<file path="src/atn_pkg.sv">
// shared constants, types and the arctangent table of the tilt block
package atn_pkg;

   // defaults of the top-level parameters
   localparam int CORDIC_STEPS_DEF    = 16;
   localparam int ANGLE_FRAC_BITS_DEF = 8;

   // field widths
   localparam int AXIS_W  = 16;
   localparam int CPG_W   = 15;
   localparam int TILT_W  = 15;

   // datapath widths
   localparam int ABS_W   = AXIS_W + 1;        // magnitude of a 16-bit sample
   localparam int SQ_W    = 2 * AXIS_W - 1;    // square of one axis
   localparam int LSQ_W   = 2 * CPG_W;         // counts_per_g squared
   localparam int CMP_W   = 36;                // width of the norm compare
   localparam int GAIN_W  = 31;
   localparam int PROD_W  = ABS_W + GAIN_W;
   localparam int ZS_W    = 33;                // |z| scaled by 2^16 and the cordic gain
   localparam int CORDIC_W = 36;               // x and y of both vectoring passes
   localparam int ACC_W   = 32;                // angle in degrees * 2^24
   localparam int ACC_FRAC = 24;
   localparam int SAMPLE_SHIFT = 16;
   localparam int GAIN_SHIFT = 30 - SAMPLE_SHIFT;

   // cordic gain in Q30
   localparam logic [GAIN_W-1:0] GAIN_Q30 = 31'd1768195363;

   // ninety degrees in the accumulator format
   localparam logic signed [ACC_W-1:0] ANGLE_MAX = 32'sd1509949440;

   localparam logic [ACC_W-1:0] TILT_MAX = 32'd32767;

   // side data layout: [0] norm flag, [1] all-zero sample, above that scaled |z|
   localparam int SIDE_W    = 2;
   localparam int P1_SIDE_W = ZS_W + SIDE_W;
   localparam int SIDE_NORM = 0;
   localparam int SIDE_ZERO = 1;

   typedef struct packed {
      logic signed [CORDIC_W-1:0] x;
      logic signed [CORDIC_W-1:0] y;
      logic signed [ACC_W-1:0]    z;
   } cordic_type;

   // atan(2^-i) in degrees * 2^24, rounded to nearest
   function automatic logic signed [ACC_W-1:0] atan_deg(input int idx);
      logic signed [ACC_W-1:0] r;
      case (idx)
         0:       r = 32'sd754974720;
         1:       r = 32'sd445687602;
         2:       r = 32'sd235489089;
         3:       r = 32'sd119537938;
         4:       r = 32'sd60000934;
         5:       r = 32'sd30029717;
         6:       r = 32'sd15018523;
         7:       r = 32'sd7509720;
         8:       r = 32'sd3754917;
         9:       r = 32'sd1877466;
         10:      r = 32'sd938734;
         11:      r = 32'sd469367;
         12:      r = 32'sd234684;
         13:      r = 32'sd117342;
         14:      r = 32'sd58671;
         15:      r = 32'sd29335;
         16:      r = 32'sd14668;
         17:      r = 32'sd7334;
         18:      r = 32'sd3667;
         19:      r = 32'sd1833;
         20:      r = 32'sd917;
         21:      r = 32'sd458;
         22:      r = 32'sd229;
         23:      r = 32'sd115;
         default: r = '0;
      endcase
      return r;
   endfunction

endpackage

</file>
<file path="src/atn_cell.sv">
// one cordic vectoring iteration with its pipeline register
module atn_cell #(
   parameter int STEP   = 0,
   parameter int SIDE_W = atn_pkg::SIDE_W
) (
   input  logic                clock,
   input  logic                reset,
   input  logic                en,
   input  logic                in_valid,
   input  atn_pkg::cordic_type in_vec,
   input  logic [SIDE_W-1:0]   in_side,
   output logic                out_valid,
   output atn_pkg::cordic_type out_vec,
   output logic [SIDE_W-1:0]   out_side
);

   localparam logic signed [atn_pkg::ACC_W-1:0] ANG = atn_pkg::atan_deg(STEP);

   logic signed [atn_pkg::CORDIC_W-1:0] dx, dy;
   atn_pkg::cordic_type vec_ff, vec_in;
   logic [SIDE_W-1:0]   side_ff;
   logic                valid_ff;

   // rotate toward the x axis, direction from the sign of y
   assign dx = in_vec.y >>> STEP;
   assign dy = in_vec.x >>> STEP;

   always_comb begin
      if (!in_vec.y[atn_pkg::CORDIC_W-1]) begin
         vec_in.x = in_vec.x + dx;
         vec_in.y = in_vec.y - dy;
         vec_in.z = in_vec.z + ANG;
      end else begin
         vec_in.x = in_vec.x - dx;
         vec_in.y = in_vec.y + dy;
         vec_in.z = in_vec.z - ANG;
      end
   end

   always_ff @(posedge clock) begin
      if (reset) begin
         valid_ff <= 1'b0;
      end else if (en) begin
         valid_ff <= in_valid;
      end
      if (en) begin
         vec_ff  <= vec_in;
         side_ff <= in_side;
      end
   end

   assign out_valid = valid_ff;
   assign out_vec   = vec_ff;
   assign out_side  = side_ff;

endmodule

</file>
<file path="config.mk">
export PLATFORM = sky130hd
export DESIGN_NAME = atn_cell
export DESIGN_NICKNAME = d
export VERILOG_FILES = /design/src/atn_pkg.sv /design/src/atn_cell.sv
export SDC_FILE = /design/constraint.sdc
export NUM_CORES = 1
export LEC_CHECK = 0
export BUFFER_PORTS_ARGS = -buffer_cell sky130_fd_sc_hd__buf_2
export CAP_MARGIN = 15
export CORE_MARGIN = 1.5
export CORE_UTILIZATION = 55
export CTS_BUF_LIST = sky130_fd_sc_hd__clkbuf_16
export CTS_CLUSTER_SIZE = 24
export DETAILED_ROUTE_END_ITERATION = 12
export GPL_TIMING_DRIVEN = 0
export PLACE_DENSITY = 0.82
export SYNTH_ARGS = -nofsm -noshare
export SYNTH_HDL_FRONTEND = slang
export SYNTH_SLANG_ARGS = --single-unit
</file>
<file path="constraint.sdc">
create_clock -name clock -period 3.75 [get_ports clock]
set_clock_uncertainty 0.15 [all_clocks]
set_input_delay 0 -clock clock [delete_from_list [all_inputs] [get_ports clock]]
set_output_delay 0 -clock clock [all_outputs]
set_load 0.1 [all_outputs]
</file>
==> impl_results.md <==
* Total global-route track usage at 0.354
* Largest family of logic cells by synthesized area: compound AO/OA/AOI/OAI gates
* # DRC at 0
* RSZ-0062 raised after global routing: false
* Maximum capacitance violations at 0
* Avg Inst Size Synth at 8.93 um2
* Initial Util at 0.568
* DR iter-0 viols at 1,097
* P_leak at 5.38 nW
* Mean number of vias per cell at 6.14
* Max VDD drop at 0.341 mV
* Area grow syn2layout at 21.2%
* First-pass GRT wire length at 50,700 um
* Synth Net Count at 1,338
* Die Ht at 137 um
* Via count at 9,875
* Number of global-route vias before repair at 9,458
* Finished Cell Area at 12,000 um2
* Post-CTS Setup Bufs at 0
* Simple-gate portion of the synthesized area at 0.123
* Crit path time final at 3.58 ns
* Chip width at 137 um
* Worst-margin pin slew at 1.12 ns
* Wirelength, routed at 33,400 um
* Row count at 48
* Fmax at 0.280 GHz
* Xor-xnor portion of the synthesized cell area at 0.0646
* H-tree Lvls at 3
* Mux cell area share after synthesis at 0.0162
* Largest net degree at the start of global routing at 77
* Relative slew slack at 0.251
* Power per standard cell area at 450 nW/um2
* Final core utilization at 0.689
* Clk root buf: clkbuf_16
* Reg clk slew, reported paths at 0.08 ns
* CP max FO at 3
* Number of routed nets with antenna violations at 0
* Reg-to-Reg Start: out_valid
* CP arrival at 3.53 ns
* Post-DR wirelength/cell at 20.8 um
* Yosys warns at 0
* Fraction of layout instances using a drive strength above 1 at 0.205
* Register area share after synthesis at 0.320
* # diodes at 0
* FFs w/ async S/R, synth at 0
* Post-synthesis cell type count at 72
* Area after DPL at 11,300 um2
* Ys flop type: edfxtp_1
* Nets at 1,606
* Post-synth EDFFs at 105
* # setup viols final at 0
* Min-Delay Startpoint: in_vec[67]
* Netlist Area Pre-Place at 9900 um2
* Flops & latches, synth at 106
* Num CTS Buffers at 9
* Setup CP Type: input port to flop
* Setup TNS at 0 ns
* PortBufs at 216
* Data required, critical path at 3.70 ns
* CTS tree: yes
* GR Overflow Total at 0
* Post-Synth Adder-Cell Area at 0.153
* Skew-Pair Late Insertion Delay at 0.36 ns
* CTS max path bufs at 2
* Core box area at 17,400 um2
* Status: completed
* CP endpoint kind: flop
* Pins Over Slew Limit at 0
* Post-synthesis compound-gate area fraction at 0.257
* Crit path from: in_vec[68]
* IO Count at 217
* Crit share post-route at 0.953
* Antenna violations before repair at 0
* Die footprint at 18,800 um2
* TritonRoute pass-1 iters at 7
* Final Hold Viols at 0
* HPWL after detailed placement at 25,300 um
* Worst Hold Class: input port to flop
* RePlAce Congestion at 1.02
* Clock sinks at 106
* Mapped Cells at 1,109
* CP Launch Type: input port
[registers in the layout, summed over array words and instances (netlist names)]
register	cells
out_vec	103
out_valid	1
out_side	2
[where the power goes]
| part | switching, mW | internal [mW] | leakage, nW |
|---|---|---|---|
| clock network | 0.523 | 0.477 | 0.148 |
| logic | 2.19 | 0.635 | 4.20 |
| registers | 0.0440 | 1.53 | 1.04 |
| total | 2.76 | 2.64 | 5.38 |
[kinds of logic after synthesis]
| family | count (synthesis) |
|---|---|
| compound gates | 388 |
| simple gates | 242 |
| buf+inv | 165 |
| fa+ha+maj | 119 |
| flops | 106 |
| xor+xnor | 73 |
| mux | 16 |
[per-layer routing]
| layer | wire length (um) | GRT usage | vias to the layer above | part of all wire |
|---|---|---|---|---|
| met5 | 0 | 0 | - | 0 |
| met4 | 1070 | 0.141 | 0 | 0.032 |
| met3 | 3480 | 0.0703 | 85 | 0.10 |
| met2 | 15400 | 0.581 | 603 | 0.46 |
| met1 | 13500 | 0.458 | 4624 | 0.40 |
| li1 | - | - | 4563 | - |
[per-stage QoR]
step	worst slack, ns	total power [mW]	instances	hold slack (ns)
2_1_floorplan	1.08	3.75	1109	-0.0776
3_3_place_gp	0.153	4.31	1550	0.00772
3_5_place_dp	0.103	4.33	1551	0.0132
4_1_cts	0.372	5.36	1607	0.0314
5_1_grt	0.0495	5.59	1607	0.0677
6_report	0.175	5.40	1607	0.0435
[Yosys cell counts, types with 15 or more instances]
cell type / count / share of area
a21oi_1: 132 / 0.067
o21ai_0: 59 / 0.030
a21o_1: 33 / 0.025
o31ai_1: 19 / 0.014
nor2b_1: 18 / 0.011
buf_2: 18 / 0.0091
o21ai_1: 15 / 0.0076
inv_1: 102 / 0.039
xnor2_1: 64 / 0.057
o21bai_1: 25 / 0.019
clkbuf_1: 24 / 0.0091
ha_1: 115 / 0.15
nand2_1: 45 / 0.017
edfxtp_1: 105 / 0.32
mux2i_1: 16 / 0.016
nor2_1: 66 / 0.025
nand3_1: 16 / 0.0081
nor3_1: 25 / 0.013
[timing repair]
item / 4_1_cts / 5_1_grt
endpoints found under the hold margin: 67 / 0
gates resized for setup: 0 / 0
hold buffers: 40 / 0
[cells in the final DEF (no fill, tap or decap), types with 11 or more instances in the layout]
| cell type | synthesis | layout |
|---|---|---|
| a21o_1 | 33 | 33 |
| a21oi_1 | 132 | 132 |
| a31oi_1 | 12 | 12 |
| buf_2 | 18 | 233 |
| clkbuf_1 | 24 | 24 |
| dlygate4sd3_1 | 0 | 40 |
| edfxtp_1 | 105 | 105 |
| ha_1 | 115 | 115 |
| inv_1 | 102 | 102 |
| inv_2 | 13 | 13 |
| mux2i_1 | 16 | 16 |
| nand2_1 | 45 | 45 |
| nand2b_1 | 11 | 11 |
| nand3_1 | 16 | 16 |
| nor2_1 | 66 | 66 |
| nor2b_1 | 18 | 18 |
| nor3_1 | 25 | 25 |
| nor4_1 | 12 | 12 |
| o211ai_1 | 13 | 13 |
| o21ai_0 | 59 | 59 |
| o21ai_1 | 15 | 15 |
| o21bai_1 | 25 | 25 |
| o31ai_1 | 19 | 19 |
| xnor2_1 | 64 | 64 |
[layout make-up]
class,instances,area (um2)
Multi-Input combinational cell,838,6080
Sequential cell,106,3170
Inverter,115,432
Tap cell,225,282
Buffer,50,214
Clock buffer,9,225
Timing Repair Buffer,257,1510
Clock inverter,7,78.8
Fill cell,1401,5420
[critical path, cell delays in order]
cell and delay [ns]:
buf_2 0.10, dlygate4sd3_1 0.55, ha_1 0.20, nor2b_1 0.09
o31ai_1 0.47, a21oi_1 0.23, o41ai_1 0.63, nand2_1 0.23
a221oi_1 0.40, nor2b_1 0.11, o311ai_1 0.40, xor2_1 0.11
[path summary, 6_finish.rpt]
kind | endpoint | slack, ns | depth (start not counted)
worst max-delay path | out_vec[67] | 0.17 | 12
worst min-delay path | out_vec[30] | 0.04 | 3
worst max register to register | out_valid | 2.43 | 3
worst min register to register | out_valid | 0.91 | 3
Power figures use the tool's default switching activity.
