--- src/atn_pkg.sv ---
// shared constants, types and the arctangent table of the tilt block
package atn_pkg;

   // defaults of the top-level parameters
   localparam int CORDIC_STEPS_DEF    = 16;
   localparam int ANGLE_FRAC_BITS_DEF = 8;

   // field widths
   localparam int AXIS_W  = 16;
   localparam int CPG_W   = 15;
   localparam int TILT_W  = 15;

   // datapath widths
   localparam int ABS_W   = AXIS_W + 1;        // magnitude of a 16-bit sample
   localparam int SQ_W    = 2 * AXIS_W - 1;    // square of one axis
   localparam int LSQ_W   = 2 * CPG_W;         // counts_per_g squared
   localparam int CMP_W   = 36;                // width of the norm compare
   localparam int GAIN_W  = 31;
   localparam int PROD_W  = ABS_W + GAIN_W;
   localparam int ZS_W    = 33;                // |z| scaled by 2^16 and the cordic gain
   localparam int CORDIC_W = 36;               // x and y of both vectoring passes
   localparam int ACC_W   = 32;                // angle in degrees * 2^24
   localparam int ACC_FRAC = 24;
   localparam int SAMPLE_SHIFT = 16;
   localparam int GAIN_SHIFT = 30 - SAMPLE_SHIFT;

   // cordic gain in Q30
   localparam logic [GAIN_W-1:0] GAIN_Q30 = 31'd1768195363;

   // ninety degrees in the accumulator format
   localparam logic signed [ACC_W-1:0] ANGLE_MAX = 32'sd1509949440;

   localparam logic [ACC_W-1:0] TILT_MAX = 32'd32767;

   // side data layout: [0] norm flag, [1] all-zero sample, above that scaled |z|
   localparam int SIDE_W    = 2;
   localparam int P1_SIDE_W = ZS_W + SIDE_W;
   localparam int SIDE_NORM = 0;
   localparam int SIDE_ZERO = 1;

   typedef struct packed {
      logic signed [CORDIC_W-1:0] x;
      logic signed [CORDIC_W-1:0] y;
      logic signed [ACC_W-1:0]    z;
   } cordic_type;

   // atan(2^-i) in degrees * 2^24, rounded to nearest
   function automatic logic signed [ACC_W-1:0] atan_deg(input int idx);
      logic signed [ACC_W-1:0] r;
      case (idx)
         0:       r = 32'sd754974720;
         1:       r = 32'sd445687602;
         2:       r = 32'sd235489089;
         3:       r = 32'sd119537938;
         4:       r = 32'sd60000934;
         5:       r = 32'sd30029717;
         6:       r = 32'sd15018523;
         7:       r = 32'sd7509720;
         8:       r = 32'sd3754917;
         9:       r = 32'sd1877466;
         10:      r = 32'sd938734;
         11:      r = 32'sd469367;
         12:      r = 32'sd234684;
         13:      r = 32'sd117342;
         14:      r = 32'sd58671;
         15:      r = 32'sd29335;
         16:      r = 32'sd14668;
         17:      r = 32'sd7334;
         18:      r = 32'sd3667;
         19:      r = 32'sd1833;
         20:      r = 32'sd917;
         21:      r = 32'sd458;
         22:      r = 32'sd229;
         23:      r = 32'sd115;
         default: r = '0;
      endcase
      return r;
   endfunction

endpackage

--- src/atn_front.sv ---
// input stages: magnitudes, gain scaling of z and the norm plausibility check
module atn_front (
   input  logic                                  clock,
   input  logic                                  reset,
   input  logic                                  en,
   input  logic                                  in_valid,
   input  logic signed [atn_pkg::AXIS_W-1:0]     accel_x,
   input  logic signed [atn_pkg::AXIS_W-1:0]     accel_y,
   input  logic signed [atn_pkg::AXIS_W-1:0]     accel_z,
   input  logic [atn_pkg::CPG_W-1:0]             counts_per_g,
   output logic                                  out_valid,
   output atn_pkg::cordic_type                   out_vec,
   output logic [atn_pkg::P1_SIDE_W-1:0]         out_side
);

   localparam int ABS_W  = atn_pkg::ABS_W;
   localparam int SQ_W   = atn_pkg::SQ_W;
   localparam int LSQ_W  = atn_pkg::LSQ_W;
   localparam int CMP_W  = atn_pkg::CMP_W;
   localparam int PROD_W = atn_pkg::PROD_W;
   localparam int ZS_W   = atn_pkg::ZS_W;
   localparam int W      = atn_pkg::CORDIC_W;

   logic [ABS_W-1:0]  ext_x, ext_y, ext_z;
   logic [ABS_W-1:0]  abs_x_in, abs_y_in, abs_z_in;
   logic [2*atn_pkg::AXIS_W-1:0] sq_x, sq_y, sq_z;

   logic              v1_ff;
   logic [ABS_W-1:0]  abs_x_ff, abs_y_ff;
   logic [PROD_W-1:0] zprod_ff, zprod_in;
   logic [SQ_W-1:0]   sqx_ff, sqy_ff, sqz_ff;
   logic [LSQ_W-1:0]  lsq_ff, lsq_in;
   logic              zero_ff, zero_in;

   logic [CMP_W-1:0]  sum_s, s16, l9, l25;
   logic              norm_in;
   atn_pkg::cordic_type vec_ff, vec_in;
   logic [ZS_W-1:0]   zs_ff, zs_in;
   logic              v2_ff, norm_ff, zero2_ff;

   // magnitudes of the sign-extended samples
   assign ext_x = {accel_x[atn_pkg::AXIS_W-1], accel_x};
   assign ext_y = {accel_y[atn_pkg::AXIS_W-1], accel_y};
   assign ext_z = {accel_z[atn_pkg::AXIS_W-1], accel_z};
   assign abs_x_in = ext_x[ABS_W-1] ? (~ext_x + ABS_W'(1)) : ext_x;
   assign abs_y_in = ext_y[ABS_W-1] ? (~ext_y + ABS_W'(1)) : ext_y;
   assign abs_z_in = ext_z[ABS_W-1] ? (~ext_z + ABS_W'(1)) : ext_z;

   // squares and products, one multiplier per path
   assign sq_x     = (2*atn_pkg::AXIS_W)'(accel_x * accel_x);
   assign sq_y     = (2*atn_pkg::AXIS_W)'(accel_y * accel_y);
   assign sq_z     = (2*atn_pkg::AXIS_W)'(accel_z * accel_z);
   assign lsq_in   = LSQ_W'(counts_per_g) * LSQ_W'(counts_per_g);
   assign zprod_in = PROD_W'(abs_z_in) * PROD_W'(atn_pkg::GAIN_Q30);
   assign zero_in  = (accel_x == '0) && (accel_y == '0) && (accel_z == '0);

   // first stage
   always_ff @(posedge clock) begin
      if (reset) begin
         v1_ff <= 1'b0;
      end else if (en) begin
         v1_ff <= in_valid;
      end
      if (en) begin
         abs_x_ff <= abs_x_in;
         abs_y_ff <= abs_y_in;
         zprod_ff <= zprod_in;
         sqx_ff   <= sq_x[SQ_W-1:0];
         sqy_ff   <= sq_y[SQ_W-1:0];
         sqz_ff   <= sq_z[SQ_W-1:0];
         lsq_ff   <= lsq_in;
         zero_ff  <= zero_in;
      end
   end

   // norm window: 9*L*L <= 16*S <= 25*L*L, never set for L of zero
   assign sum_s = CMP_W'(sqx_ff) + CMP_W'(sqy_ff) + CMP_W'(sqz_ff);
   assign s16   = sum_s << 4;
   assign l9    = (CMP_W'(lsq_ff) << 3) + CMP_W'(lsq_ff);
   assign l25   = (CMP_W'(lsq_ff) << 4) + (CMP_W'(lsq_ff) << 3) + CMP_W'(lsq_ff);
   assign norm_in = (lsq_ff != '0) && (l9 <= s16) && (s16 <= l25);

   // starting vector of the first pass, samples carry 16 fraction bits
   assign zs_in    = zprod_ff[atn_pkg::GAIN_SHIFT +: ZS_W];
   assign vec_in.x = W'(abs_x_ff) << atn_pkg::SAMPLE_SHIFT;
   assign vec_in.y = W'(abs_y_ff) << atn_pkg::SAMPLE_SHIFT;
   assign vec_in.z = '0;

   // second stage
   always_ff @(posedge clock) begin
      if (reset) begin
         v2_ff <= 1'b0;
      end else if (en) begin
         v2_ff <= v1_ff;
      end
      if (en) begin
         vec_ff   <= vec_in;
         zs_ff    <= zs_in;
         norm_ff  <= norm_in;
         zero2_ff <= zero_ff;
      end
   end

   assign out_valid = v2_ff;
   assign out_vec   = vec_ff;
   assign out_side  = {zs_ff, zero2_ff, norm_ff};

endmodule

--- config.mk ---
export PLATFORM = sky130hd
export DESIGN_NAME = atn_front
export DESIGN_NICKNAME = d
export VERILOG_FILES = /design/src/atn_pkg.sv /design/src/atn_front.sv
export SDC_FILE = /design/constraint.sdc
export NUM_CORES = 2
export LEC_CHECK = 0
export BUFFER_PORTS_ARGS = -buffer_cell sky130_fd_sc_hd__buf_2
export CAP_MARGIN = 5
export CORE_ASPECT_RATIO = 0.5
export CORE_MARGIN = 2
export CORE_UTILIZATION = 35
export DETAILED_ROUTE_END_ITERATION = 8
export GPL_TIMING_DRIVEN = 0
export SYNTH_ARGS = -nofsm -noshare
export SYNTH_HDL_FRONTEND = slang
export SYNTH_SLANG_ARGS = --single-unit
--- constraint.sdc ---
create_clock -name clock -period 25.5 [get_ports clock]
set_input_delay 5.1 -clock clock [delete_from_list [all_inputs] [get_ports clock]]
set_output_delay 5.1 -clock clock [all_outputs]
set_load 0.02 [all_outputs]
==> summary.md <==
| Metric | Value |
|---|---|
| Die span in y | `283 microns` |
| Layout area overhead | `8.66%` |
| Number of failing hold endpoints at the final stage | `0` |
| Cell count after synthesis | `5451` |
| Post-synthesis cell area | `roughly 54000 sq um` |
| Area of the multi-input gates | `slightly above 40000 sq um` |
| Cell row count | `102` |
| Vias in the first global route | `between 30000 and 40000` |
| Routed len/inst | `15.5 microns` |
| Die area | `159000 sq um` |
| Global-route wire length before repair | `202000 microns` |
| Setup repair after global routing missed its margin | `no` |
| Count of clock tree sinks | `roughly 260` |
| CORE AREA | `155000 sq um` |
| Total Nets Final | `between 7000 and 8000` |
| Syn Area/Cell | `9.99 sq um` |
| Worst Hold Path EP | `out_vec[99]` |
| Count of cells along the worst register-to-register path | `24` |
| Number of max-slew violations in the final report | `0` |
| Number of instances resized during post-cts repair | `0` |
| TritonCTS clock tree | `built` |
| Largest net degree at the start of global routing | `approximately 120` |
| Number of CTS-inserted buffers | `31` |
| Synth warn | `0` |
| Critical path class | `input pin to flop` |
| Maximum net fanout on the critical path | `13` |
| CP endpoint kind | `flop` |
| Total number of vias | `36500` |
| DRC viols | `0` |
| Crit Reg-Reg Startpoint | `lsq_ff[4]` |
| Sequential-to-total area share from yosys stat | `14.1%` |
| Register area | `7670 sq um` |
| Number of enable-type register cells in the synthesized netlist | `between 200 and 300` |
| Worst-path clk slew | `70 ps` |
| CP arrival | `14070 ps` |
| Launch instance of the worst min-delay path | `abs_x_ff[15]` |
| Period minus WS final | `between 10000 and 15000 ps` |
| Total global routing overflow | `0` |
| Top flip-flop cell by instance count after synthesis | `edfxtp_1` |
| Drt via density | `4.68` |
| Ratio of final minimum period to clock period | `between 50% and 60%` |
| Share of flip-flops with an asynchronous set or reset | `0%` |
| Initial antenna violation count | `6` |
| Violation count after the first detailed-route iteration | `1912` |
| Max frequency | `73.2 MHz` |
| Worst rel slew slack | `9.19%` |
| Top Ports | `207` |
| Maximum level of the CTS H-tree | `1` |
| Antenna-violating nets left | `0` |
| Placer Congestion | `just under 0.9` |
| Worst flop-to-flop path endpoint | `norm_ff` |
| Total Routing Usage GR | `15.9%` |
| Cell family with most CP delay | `adder cells` |
| Root Driver | `clkbuf_16` |
| Path type of the worst min-delay path | `flop to flop` |
| Worst slack, placed | `11310 ps` |
| Proportion of layout cells with a drive suffix above 1 | `under 10%` |
| Library cell contributing the largest single delay on the critical path | `xnor2_1` |
| Setup violation total in the final timing report | `0` |
| Number of distinct library cell variants in the gate-level netlist after synthesis | `76` |
| Latest clock arrival within the worst-skew pair | `670 ps` |
| Worst hold-check slack | `415 ps` |
| Required time of the worst setup path | `between 20000 and 30000 ps` |
| Final setup skew | `26.4 ps` |
| DR pass1 iterations | `5` |
| Biggest cell delay along the critical path | `1000 ps` |
| Setup slack of the most critical reg-to-reg path | `19000 ps` |
| Leading cell types in the layout, fill and taps excluded | `inv_1 (1393), fa_1 (1016), ha_1 (706)` |
| Yosys reg bits | `roughly 260` |
| Sum of negative setup slack | `0 ps` |
| Starting utilization of the core area | `between 30% and 40%` |
| Buffer depth of the longest clock path | `3` |
| HPWL after detailed placement | `104000 microns` |
| Most used cell along the critical path | `ha_1` |
| MaxCap Viol Count | `0` |
| Hold path depth | `0` |
| Buf/Inv on CP | `6` |
| Buffers on Ports | `about 130` |
| Final setup margin | `11840 ps` |
| Detailed Route WL | `121000 microns` |
| Number of filler instances in the final layout | `around 15000` |
| Leading cell type in the layout, fill and taps excluded | `inv_1` |
| Category of the worst setup path launch point | `input pin` |
| Status | `finished clean` |
| Slew of the pin with the lowest slew margin | `roughly 1400 ps` |
| Count of buffers added by post-CTS timing repair for setup | `0` |
| Width of the die | `562 microns` |
| Hold-fix buffer count after cts | `0` |
[metrics by stage]
| stage | instances | util, % | cell area, sq um |
|---|---|---|---|
| global placement | 7740 | 37.5 | 58000 |
| global route | 7804 | 38.3 | 59200 |
| floorplan | 5532 | - | 54800 |
| detailed placement | 7745 | 37.6 | 58100 |
| finish | 7804 | 38.3 | 59200 |
| CTS | 7801 | 38.3 | 59200 |
[synthesized netlist by cell type, types with 19 or more instances]
cell | instances | area [sq um]
edfxtp_1 | 254 | 7630
nand2_1 | 313 | 1170
nand4_1 | 28 | 175
nor2b_1 | 36 | 225
nor2_1 | 228 | 856
o21a_1 | 36 | 270
ha_1 | 706 | 8830
o21bai_1 | 36 | 270
or2_2 | 19 | 119
and2_1 | 162 | 1010
nor3_1 | 51 | 255
nand2b_1 | 35 | 219
a21oi_1 | 189 | 946
o21ai_0 | 96 | 480
nand3_1 | 40 | 200
clkbuf_1 | 94 | 353
fa_1 | 1016 | 20300
buf_4 | 72 | 541
xnor2_1 | 224 | 1960
a21o_1 | 118 | 886
xor2_1 | 80 | 701
inv_1 | 1393 | 5230
o31ai_1 | 30 | 225
[state kept, by name, indices dropped and copies added, names as in the netlist]
register / cells
abs_x_ff: 17
abs_y_ff: 17
lsq_ff: 29
norm_ff: 1
out_valid: 1
out_vec: 34
sqx_ff: 29
sqy_ff: 29
sqz_ff: 29
v1_ff: 1
zero2_ff: 1
zero_ff: 1
zprod_ff: 34
zs_ff: 33
[layout make-up]
type | count | share of cell area, %
Clock inverter | 22 | 0.474
Antenna cell | 3 | 0.0127
Tap cell | 2080 | 4.40
Inverter | 1406 | 8.92
Multi-Input combinational cell | 3697 | 69.1
Buffer | 173 | 1.56
Clock buffer | 34 | 1.33
Timing Repair Buffer | 133 | 1.24
Sequential cell | 256 | 13.0
[worst max-delay path by stage]
stage / from / end / slack (ps) / cells past startpoint
final: accel_z[0] / zprod_ff[43] / 11840 / 27
after global routing: accel_z[0] / zprod_ff[43] / 11400 / 27
after CTS: accel_z[0] / zprod_ff[43] / 12010 / 26
after detailed placement: accel_z[0] / zprod_ff[43] / 11310 / 26
after global placement: accel_z[0] / zprod_ff[43] / 10940 / 27
after floorplan: accel_z[0] / zprod_ff[45] / 13690 / 27
[routing by layer]
layer  wire, microns  track usage (%)
met2           58100             26.7
met3            6410             2.44
met1           53700             21.4
met5               0                0
met4            2740             3.65
[cells by family (layout without fill, tap and decap cells)]
kind of cell,count (synthesis),in the layout,synth area share [%]
AO/OA/AOI/OAI,627,627,7.59
XOR/XNOR,304,304,4.89
adder cells (fa/ha/maj),1722,1722,53.6
buffers and inverters,1579,1768,11.4
flip-flops,256,256,14.1
multiplexers,6,6,0.119
other,2,86,0.0138
AND/OR/NAND/NOR,955,955,8.34
Power is left out: the tool's default activity adds up to more than one toggle a clock period on the data nets, which glitch-free logic cannot reach.
