`src/atn_pkg.sv`:
```
// shared constants, types and the arctangent table of the tilt block
package atn_pkg;

   // defaults of the top-level parameters
   localparam int CORDIC_STEPS_DEF    = 16;
   localparam int ANGLE_FRAC_BITS_DEF = 8;

   // field widths
   localparam int AXIS_W  = 16;
   localparam int CPG_W   = 15;
   localparam int TILT_W  = 15;

   // datapath widths
   localparam int ABS_W   = AXIS_W + 1;        // magnitude of a 16-bit sample
   localparam int SQ_W    = 2 * AXIS_W - 1;    // square of one axis
   localparam int LSQ_W   = 2 * CPG_W;         // counts_per_g squared
   localparam int CMP_W   = 36;                // width of the norm compare
   localparam int GAIN_W  = 31;
   localparam int PROD_W  = ABS_W + GAIN_W;
   localparam int ZS_W    = 33;                // |z| scaled by 2^16 and the cordic gain
   localparam int CORDIC_W = 36;               // x and y of both vectoring passes
   localparam int ACC_W   = 32;                // angle in degrees * 2^24
   localparam int ACC_FRAC = 24;
   localparam int SAMPLE_SHIFT = 16;
   localparam int GAIN_SHIFT = 30 - SAMPLE_SHIFT;

   // cordic gain in Q30
   localparam logic [GAIN_W-1:0] GAIN_Q30 = 31'd1768195363;

   // ninety degrees in the accumulator format
   localparam logic signed [ACC_W-1:0] ANGLE_MAX = 32'sd1509949440;

   localparam logic [ACC_W-1:0] TILT_MAX = 32'd32767;

   // side data layout: [0] norm flag, [1] all-zero sample, above that scaled |z|
   localparam int SIDE_W    = 2;
   localparam int P1_SIDE_W = ZS_W + SIDE_W;
   localparam int SIDE_NORM = 0;
   localparam int SIDE_ZERO = 1;

   typedef struct packed {
      logic signed [CORDIC_W-1:0] x;
      logic signed [CORDIC_W-1:0] y;
      logic signed [ACC_W-1:0]    z;
   } cordic_type;

   // atan(2^-i) in degrees * 2^24, rounded to nearest
   function automatic logic signed [ACC_W-1:0] atan_deg(input int idx);
      logic signed [ACC_W-1:0] r;
      case (idx)
         0:       r = 32'sd754974720;
         1:       r = 32'sd445687602;
         2:       r = 32'sd235489089;
         3:       r = 32'sd119537938;
         4:       r = 32'sd60000934;
         5:       r = 32'sd30029717;
         6:       r = 32'sd15018523;
         7:       r = 32'sd7509720;
         8:       r = 32'sd3754917;
         9:       r = 32'sd1877466;
         10:      r = 32'sd938734;
         11:      r = 32'sd469367;
         12:      r = 32'sd234684;
         13:      r = 32'sd117342;
         14:      r = 32'sd58671;
         15:      r = 32'sd29335;
         16:      r = 32'sd14668;
         17:      r = 32'sd7334;
         18:      r = 32'sd3667;
         19:      r = 32'sd1833;
         20:      r = 32'sd917;
         21:      r = 32'sd458;
         22:      r = 32'sd229;
         23:      r = 32'sd115;
         default: r = '0;
      endcase
      return r;
   endfunction

endpackage

```
`src/atn_back.sv`:
```
// angle clamp and rounding into the output register
module atn_back #(
   parameter int ANGLE_FRAC_BITS = atn_pkg::ANGLE_FRAC_BITS_DEF
) (
   input  logic                               clock,
   input  logic                               reset,
   input  logic                               en,
   input  logic                               in_valid,
   input  logic signed [atn_pkg::ACC_W-1:0]   in_z,
   input  logic [atn_pkg::SIDE_W-1:0]         in_side,
   output logic                               out_valid,
   output logic [atn_pkg::TILT_W-1:0]         out_tilt,
   output logic                               out_norm
);

   localparam int ACC_W = atn_pkg::ACC_W;
   localparam int SHIFT = atn_pkg::ACC_FRAC - ANGLE_FRAC_BITS;
   localparam logic [ACC_W-1:0] HALF = ACC_W'(1) << (SHIFT - 1);

   logic signed [ACC_W-1:0] zc;
   logic [ACC_W-1:0]        rnd;
   logic [atn_pkg::TILT_W-1:0] tilt_in, tilt_ff;
   logic                    valid_ff, norm_ff;

   // clamp to zero..ninety degrees, round half up, saturate to the field; an all-zero sample gives zero
   always_comb begin
      if (in_z[ACC_W-1]) begin
         zc = '0;
      end else if (in_z > atn_pkg::ANGLE_MAX) begin
         zc = atn_pkg::ANGLE_MAX;
      end else begin
         zc = in_z;
      end
      rnd = (ACC_W'(zc) + HALF) >> SHIFT;
      if (in_side[atn_pkg::SIDE_ZERO]) begin
         tilt_in = '0;
      end else if (rnd > atn_pkg::TILT_MAX) begin
         tilt_in = atn_pkg::TILT_MAX[atn_pkg::TILT_W-1:0];
      end else begin
         tilt_in = rnd[atn_pkg::TILT_W-1:0];
      end
   end

   always_ff @(posedge clock) begin
      if (reset) begin
         valid_ff <= 1'b0;
      end else if (en) begin
         valid_ff <= in_valid;
      end
      if (en) begin
         tilt_ff <= tilt_in;
         norm_ff <= in_side[atn_pkg::SIDE_NORM];
      end
   end

   assign out_valid = valid_ff;
   assign out_tilt  = tilt_ff;
   assign out_norm  = norm_ff;

endmodule

```
`config.mk`:
```
export PLATFORM = sky130hd
export DESIGN_NAME = atn_back
export DESIGN_NICKNAME = d
export VERILOG_FILES = /design/src/atn_pkg.sv /design/src/atn_back.sv
export SDC_FILE = /design/constraint.sdc
export NUM_CORES = 1
export LEC_CHECK = 0
export BUFFER_PORTS_ARGS = -buffer_cell sky130_fd_sc_hd__buf_2
export CORE_UTILIZATION = 27
export DETAILED_ROUTE_END_ITERATION = 8
export PLACE_DENSITY = 0.59
export RECOVER_POWER = 25
export SLEW_MARGIN = 20
export SYNTH_ARGS = -nofsm -noshare
export SYNTH_HDL_FRONTEND = slang
export SYNTH_SLANG_ARGS = --single-unit
```
`constraint.sdc`:
```
create_clock -name clock -period 3.4 [get_ports clock]
set_input_delay 0.34 -clock clock [delete_from_list [all_inputs] [get_ports clock]]
set_output_delay 0.34 -clock clock [all_outputs]
set_load 0.01 [all_outputs]
```
==> impl_metrics.csv, run 1 <==
group,metric,value,unit
global_route,grt_pass1_vias,874,
floorplan,start_util,29.1,%
synth,syn_nets,137,
timing,fmax,380,MHz
cells_and_area,mostFrequentLayoutCells,"buf_2 (53), edfxtp_1 (16), nor2_1 (12), nor4_1 (7), nand2_1 (7)",
min_path,min_from,"reset",
clock_tree,clk_pin_slew,0.06,ns
power_and_ir_drop,irDropWorstVdd,0.124,mV
job,drv_cap,0,
floorplan,fp.dieH,62.9,um
power_and_ir_drop,p_leak,0.000546,uW
timing,drv_slew,0,
worst_setup_path,criticalPathCategory,"input port to register",
synth,synth.top_cell.area_share,47.9,%
clock_tree,cts_hold_buf,0,
timing,fin_crit_sh,77.3,%
clock_tree,cts_made_buffers,3,
global_route,gr-usage-all-layers,12.3,%
power_and_ir_drop,p_per_area,355,nW/um^2
timing,rsz0062_at_grt,"false",
clock_tree,cts.htree.levels,1,
floorplan,row_count,21,
timing,slew_headroom,39.5,%
detailed_routing,vias_per_cell,4.88,
run_status,status,"finished, final reports clean",
floorplan,boundaryPins,55,
placement,dp.cells,196,
detailed_routing,ant_nets,0,
synth,synth_edf_count,16,
detailed_routing,wirelength,2340,um
timing,skew,0,ns
floorplan,coreArea,3440,um^2
synth,syn_area,1000,um^2
clock_tree,cts_setup_buffers,0,
cells_and_area,syn2layout_area_growth,36.3,%
clock_tree,cts_resized,0,
timing,tightestPinTransition,0.908,ns
detailed_routing,first_pass_iters,4,
cells_and_area,fillers,353,
synth,synth_seq_area_share,49.9,%
detailed_routing,via_count,975,
synth,postSynth.asyncResetShare,0,%
timing,finalSetupViolations,0,
global_route,grt-ovfl-total,0,
cells_and_area,nets,194,
cells_and_area,num_antenna_cells,0,
placement,finalWeightedCongestion,0.780,
cells_and_area,finalNonFillerCells,200,
global_route,antenna_found_initial,0,
worst_setup_path,startpoint,"in_z[29]",
global_route,grt_max_degree,18,
clock_tree,clock_tree.root_cell,"clkbuf_8",
cells_and_area,drive_gt1_share,38.3,%
clock_tree,cts_tree,"built",
worst_setup_path,startpoint_type,"input port",
clock_tree,clk_latency,0.25,ns
floorplan,die_w,62.9,um
worst_setup_path,cp_max_fo,7,
cells_and_area,layout_commonest_cell,"buf_2",
timing,tns,0,ns
synth,synth_area_leaders,"edfxtp_1 (48%), xor2_1 (5.2%), nor2_1 (4.5%)",
synth,ys_seq_elements,17,
detailed_routing,drt_iter0_drc,56,
timing,hold_viol,0,
worst_setup_path,worstPathRequired,3.50,ns
synth,ys_warn_count,0,
clock_tree,cts.sinks,17,
detailed_routing,wire_per_inst,11.7,um
synth,synth.largest_area_cell,"edfxtp_1",
min_path,worstHoldPathType,"input port to register",
global_route,grt_pass1_wl,3780,um
worst_setup_path,r2r-start,"out_valid$_SDFFE_PP0P_",
synth,avgSynthCellArea,10.2,um^2
detailed_routing,drc_errors,0,
worst_setup_path,critPathCaptureType,"register",
synth,syn-instance-count,98,
floorplan,die-area,3960,um^2
placement,hpwl,1930,um
clock_tree,cts.path.max_buffers,2,
placement,portBuffers,54,
synth,synth.distinct_cells,32,
worst_setup_path,cp_data_arrival_time,2.73,ns
timing,timing.final.crit_period,2.63,ns
synth,synthFlopType,"edfxtp_1",
## cells in the mapped netlist (2+ instances only)
cell and count:
nor3b_1 2, o21ai_0 5, a21oi_1 4, nor3_1 3, and3_1 2, clkbuf_1 2, and4_1 2, nand4_1 5
nor2_1 12, nand3_1 4, edfxtp_1 16, nor4_1 7, xor2_1 6, nor2b_1 2, xnor2_1 3, nand2_1 7
## path summary, 6_finish.rpt
path,end,slack (ns),cells past startpoint
min reg2reg,out_valid$_SDFFE_PP0P_,0.49,2
max reg2reg,out_valid$_SDFFE_PP0P_,2.82,2
min,out_valid$_SDFFE_PP0P_,0.24,2
max,out_tilt[13]$_SDFFCE_PP0P_,0.77,10
## cell type report
class                           instances  area, um^2  share of cell area (%)
Clock buffer                            4        45.0                    3.30
Multi-Input combinational cell         79         494                    36.2
Sequential cell                        17         500                    36.6
Tap cell                               46        57.6                    4.21
Timing Repair Buffer                   54         269                    19.7
## power by group
part           internal, uW  total [uW]  switching, uW
registers               246         249           3.30
logic                  39.3        87.9           48.6
clock network          83.1         148           65.4
total                   368         485            117
## cell families (layout without fill, tap and decap cells)
| group | count (synthesis) | count (layout) | synth area share (%) |
|---|---|---|---|
| mux | 1 | 1 | 0.999 |
| buf+inv | 2 | 58 | 0.749 |
| compound gates | 15 | 15 | 9.49 |
| simple gates | 53 | 53 | 29.7 |
| flops | 17 | 17 | 49.9 |
| xor+xnor | 9 | 9 | 7.87 |
| fa+ha+maj | 1 | 1 | 1.25 |
## critical path: stages
cell and delay, ns:
buf_2 0.14, nor4b_1 0.34, nand4_1 0.18, o21ba_2 0.28, nor3b_1 0.21, ha_1 0.26, and3_4 0.23, nand3_2 0.09
or4b_1 0.50, a21oi_1 0.15
## flip-flops by register name (all words and copies together), names as in the netlist
register	cells
out_tilt	15
out_valid	1
out_norm	1
## per-layer routing
metal	part of all wire [%]	GRT usage [%]
met1	43	14.7
met2	48	20.0
met3	7.9	2.74
met4	0.81	6.98
met5	0	0
## per-stage QoR
| step | hold WS, ns | cell area, um^2 | power, uW | setup WS (ns) | utilization, % |
|---|---|---|---|---|---|
| 2_1_floorplan | 0.412 | 1000 | 290 | 0.939 | - |
| 3_3_place_gp | 0.468 | 1320 | 341 | 0.607 | 38.4 |
| 3_5_place_dp | 0.489 | 1320 | 342 | 0.523 | 38.4 |
| 4_1_cts | 0.237 | 1370 | 489 | 0.769 | 39.7 |
| 5_1_grt | 0.234 | 1370 | 508 | 0.523 | 39.7 |
| 6_report | 0.239 | 1370 | 485 | 0.770 | 39.7 |
No activity file was read; power rests on OpenSTA's default activity.
==> inputs of run 2 (changes only) <==
--- a/config.mk
+++ b/config.mk
@@ -5,10 +5,11 @@
 export SDC_FILE = /design/constraint.sdc
 export NUM_CORES = 1
 export LEC_CHECK = 0
+export ABC_AREA = 1
 export BUFFER_PORTS_ARGS = -buffer_cell sky130_fd_sc_hd__buf_2
 export CORE_UTILIZATION = 27
 export DETAILED_ROUTE_END_ITERATION = 8
-export PLACE_DENSITY = 0.59
+export PLACE_DENSITY = 0.56
 export RECOVER_POWER = 25
 export SLEW_MARGIN = 20
 export SYNTH_ARGS = -nofsm -noshare
==> constraint.sdc (replaced) <==
create_clock -name clock -period 2.65 [get_ports clock]
set_input_delay 0.265 -clock clock [delete_from_list [all_inputs] [get_ports clock]]
set_output_delay 0.265 -clock clock [all_outputs]
set_load 0.01 [all_outputs]
==> run 2 against run 1 <==
  * Combinational power grew 75%
  * Flip-flop and latch count unchanged
  * Total power grew 36%
  * Hold slack got worse by 0.076 ns
  * Via count grew 40%
  * Setup slack worse by 0.28 ns
  * Register-to-register slack lost 0.76 ns
  * Highest routed layer unchanged
==> impl_metrics.csv, run 2 <==
group,metric,value,unit
global_route,grt_pass1_wl,5400,um
timing,timing.final.crit_period,2.16,ns
power_and_ir_drop,switching_share,27.0,%
floorplan,boundaryPins,55,
global_route,grt-ovfl-total,0,
floorplan,coreArea,4820,um^2
floorplan,die_w,73.6,um
clock_tree,cts.sinks,17,
synth,avgSynthCellArea,6.96,um^2
cells_and_area,syn2layout_area_growth,27.6,%
power_and_ir_drop,p_comb_share,23.2,%
clock_tree,cts.htree.levels,1,
synth,synthTopCellsByCount,"nand2_1 (43), inv_1 (38), nor2_1 (38), edfxtp_1 (16)",
power_and_ir_drop,irDropWorstVdd,0.137,mV
timing,fmax,463,MHz
timing,finalSetupViolations,0,
detailed_routing,via_count,1365,
synth,postSynth.asyncResetShare,0,%
cells_and_area,mostFrequentLayoutCells,"buf_2 (53), nand2_1 (43), inv_1 (38), nor2_1 (38), edfxtp_1 (16)",
placement,finalWeightedCongestion,0.803,
worst_setup_path,criticalPathCategory,"input port to register",
detailed_routing,first_pass_iters,4,
worst_setup_path,critPathCaptureType,"register",
power_and_ir_drop,p_leak,0.000859,uW
worst_setup_path,cp_max_fo,11,
cells_and_area,num_antenna_cells,0,
timing,rsz0062_at_grt,"false",
synth,ys_seq_elements,17,
worst_setup_path,startpoint_type,"input port",
detailed_routing,wire_per_inst,10.0,um
global_route,grt_max_degree,18,
cells_and_area,drive_gt1_share,30.6,%
synth,yosysMostFrequentCell,"nand2_1",
floorplan,row_count,25,
cells_and_area,finalNonFillerCells,322,
timing,fin_crit_sh,81.5,%
timing,tns,0,ns
synth,synthFlopType,"edfxtp_1",
cells_and_area,regArea,500,um^2
cells_and_area,fillers,536,
floorplan,fp.dieH,73.6,um
cells_and_area,nets,295,
power_and_ir_drop,p_int,483,uW
clock_tree,cts_setup_buffers,0,
global_route,grt_pass1_vias,1229,
clock_tree,cts_tree,"built",
placement,portBuffers,54,
worst_setup_path,cp_data_arrival_time,2.16,ns
cells_and_area,largest_reg_flops,15,
detailed_routing,ant_nets,0,
worst_setup_path,rrSetupSlack,2.06,ns
timing,hold_viol,0,
synth,synth.largest_area_cell,"edfxtp_1",
run_status,status,"finished, final reports clean",
placement,dp.cells,318,
min_path,worstHoldPathType,"input port to register",
cells_and_area,layout_commonest_cell,"buf_2",
synth,syn-instance-count,199,
timing,slew_headroom,40.9,%
synth,synth_edf_count,16,
power_and_ir_drop,power.switching,179,uW
detailed_routing,drc_errors,0,
power_and_ir_drop,p_per_area,374,nW/um^2
clock_tree,cts_hold_buf,0,
synth,syn_nets,238,
timing,drv_slew,0,
clock_tree,clk_latency,0.25,ns
power_and_ir_drop,pwr-share-seq,48.2,%
detailed_routing,drt_iter0_drc,102,
clock_tree,clk_pin_slew,0.06,ns
worst_setup_path,worstPathRequired,2.65,ns
clock_tree,cts_made_buffers,3,
power_and_ir_drop,power_frac_clock,28.5,%
clock_tree,cts.path.max_buffers,2,
job,drv_cap,0,
synth,syn_area,1390,um^2
floorplan,start_util,28.8,%
floorplan,die-area,5420,um^2
synth,synth_area_leaders,"edfxtp_1 (35%), nand2_1 (12%), inv_1 (10%)",
synth,synth.distinct_cells,28,
synth,ys_warn_count,0,
synth,synth.top_cell.area_share,34.7,%
detailed_routing,vias_per_cell,4.24,
clock_tree,clock_tree.root_cell,"clkbuf_8",
global_route,gr-usage-all-layers,13.0,%
synth,synth_seq_area_share,36.1,%
global_route,antenna_found_initial,0,
timing,tightestPinTransition,0.886,ns
timing,skew,0,ns
placement,hpwl,2740,um
detailed_routing,wirelength,3230,um
clock_tree,cts_resized,0,
cells_and_area,multi_input_area,706,um^2
-- run 2: cell count changes in the layout (fill, tap and decap cells not counted), moves of 6 or more --
cell and delta:
inv_1 +38, nand2_1 +36, nor2_1 +26, nor2_2 +7, nor4_1 -7, xor2_1 -6
-- run 2: layout make-up --
type	count	area share (%)
Timing Repair Buffer	56	16.1
Inverter	39	8.42
Clock buffer	4	2.55
Sequential cell	17	28.3
Tap cell	67	4.74
Multi-Input combinational cell	139	39.9
-- run 2: power by group through the flow --
stage          clock (uW)  sequential, uW  combinational, uW
2_1_floorplan           0             338               73.1
3_3_place_gp            0             325                155
3_5_place_dp            0             325                155
4_1_cts               197             319                156
5_1_grt               212             321                174
6_report              189             319                154
-- run 2: critical path, stage by stage --
cell and delay [ns]:
buf_2 0.15, inv_4 0.06, nand2_2 0.07, nor2_2 0.12, nand2_1 0.06, nor2_1 0.10, nand2_1 0.08, nand2_2 0.19
nand2_2 0.10, nor2_1 0.11, ha_1 0.19, nand3_2 0.11, nor2_4 0.17, nand2_2 0.08, nor2_2 0.10, nand3_1 0.09
nand2_1 0.08, nor2_1 0.04
-- run 2: cells by family after synthesis --
family                   Yosys count  share of synthesized area (%)
flip-flops                        17                           36.1
adder cells (fa/ha/maj)            1                          0.903
AO/OA/AOI/OAI                     11                           4.16
XOR/XNOR                           3                           1.90
buffers and inverters             43                           12.9
multiplexers                       1                          0.723
AND/OR/NAND/NOR                  123                           43.3
-- run 2: metal layers --
layer / global-route usage, % / up-vias / wire (um) / part of all wire [%]
met2: 20.4 / 52 / 1430 / 44
li1: - / 739 / - / -
met5: 0 / - / 0 / 0
met3: 1.23 / 2 / 181 / 5.6
met1: 18.2 / 572 / 1590 / 49
met4: 5.13 / 0 / 32 / 0.99
-- run 2: path summary, 6_finish.rpt --
check,start,endpoint,cells past startpoint
min reg2reg,out_valid$_SDFFE_PP0P_,out_valid$_SDFFE_PP0P_,2
max reg2reg,out_valid$_SDFFE_PP0P_,out_valid$_SDFFE_PP0P_,2
max,in_z[31],out_tilt[13]$_SDFFCE_PP0P_,18
min,reset,out_valid$_SDFFE_PP0P_,2
-- run 2: per-stage QoR --
stage	setup WS (ns)	area, um^2	utilization (%)	total power [uW]	hold WS, ns
after floorplan	0.506	1390	-	411	0.337
after global placement	0.288	1720	35.8	480	0.424
after detailed placement	0.244	1720	35.8	480	0.423
after CTS	0.506	1770	36.7	672	0.154
after global routing	0.280	1770	36.7	707	0.150
final	0.490	1770	36.7	662	0.163
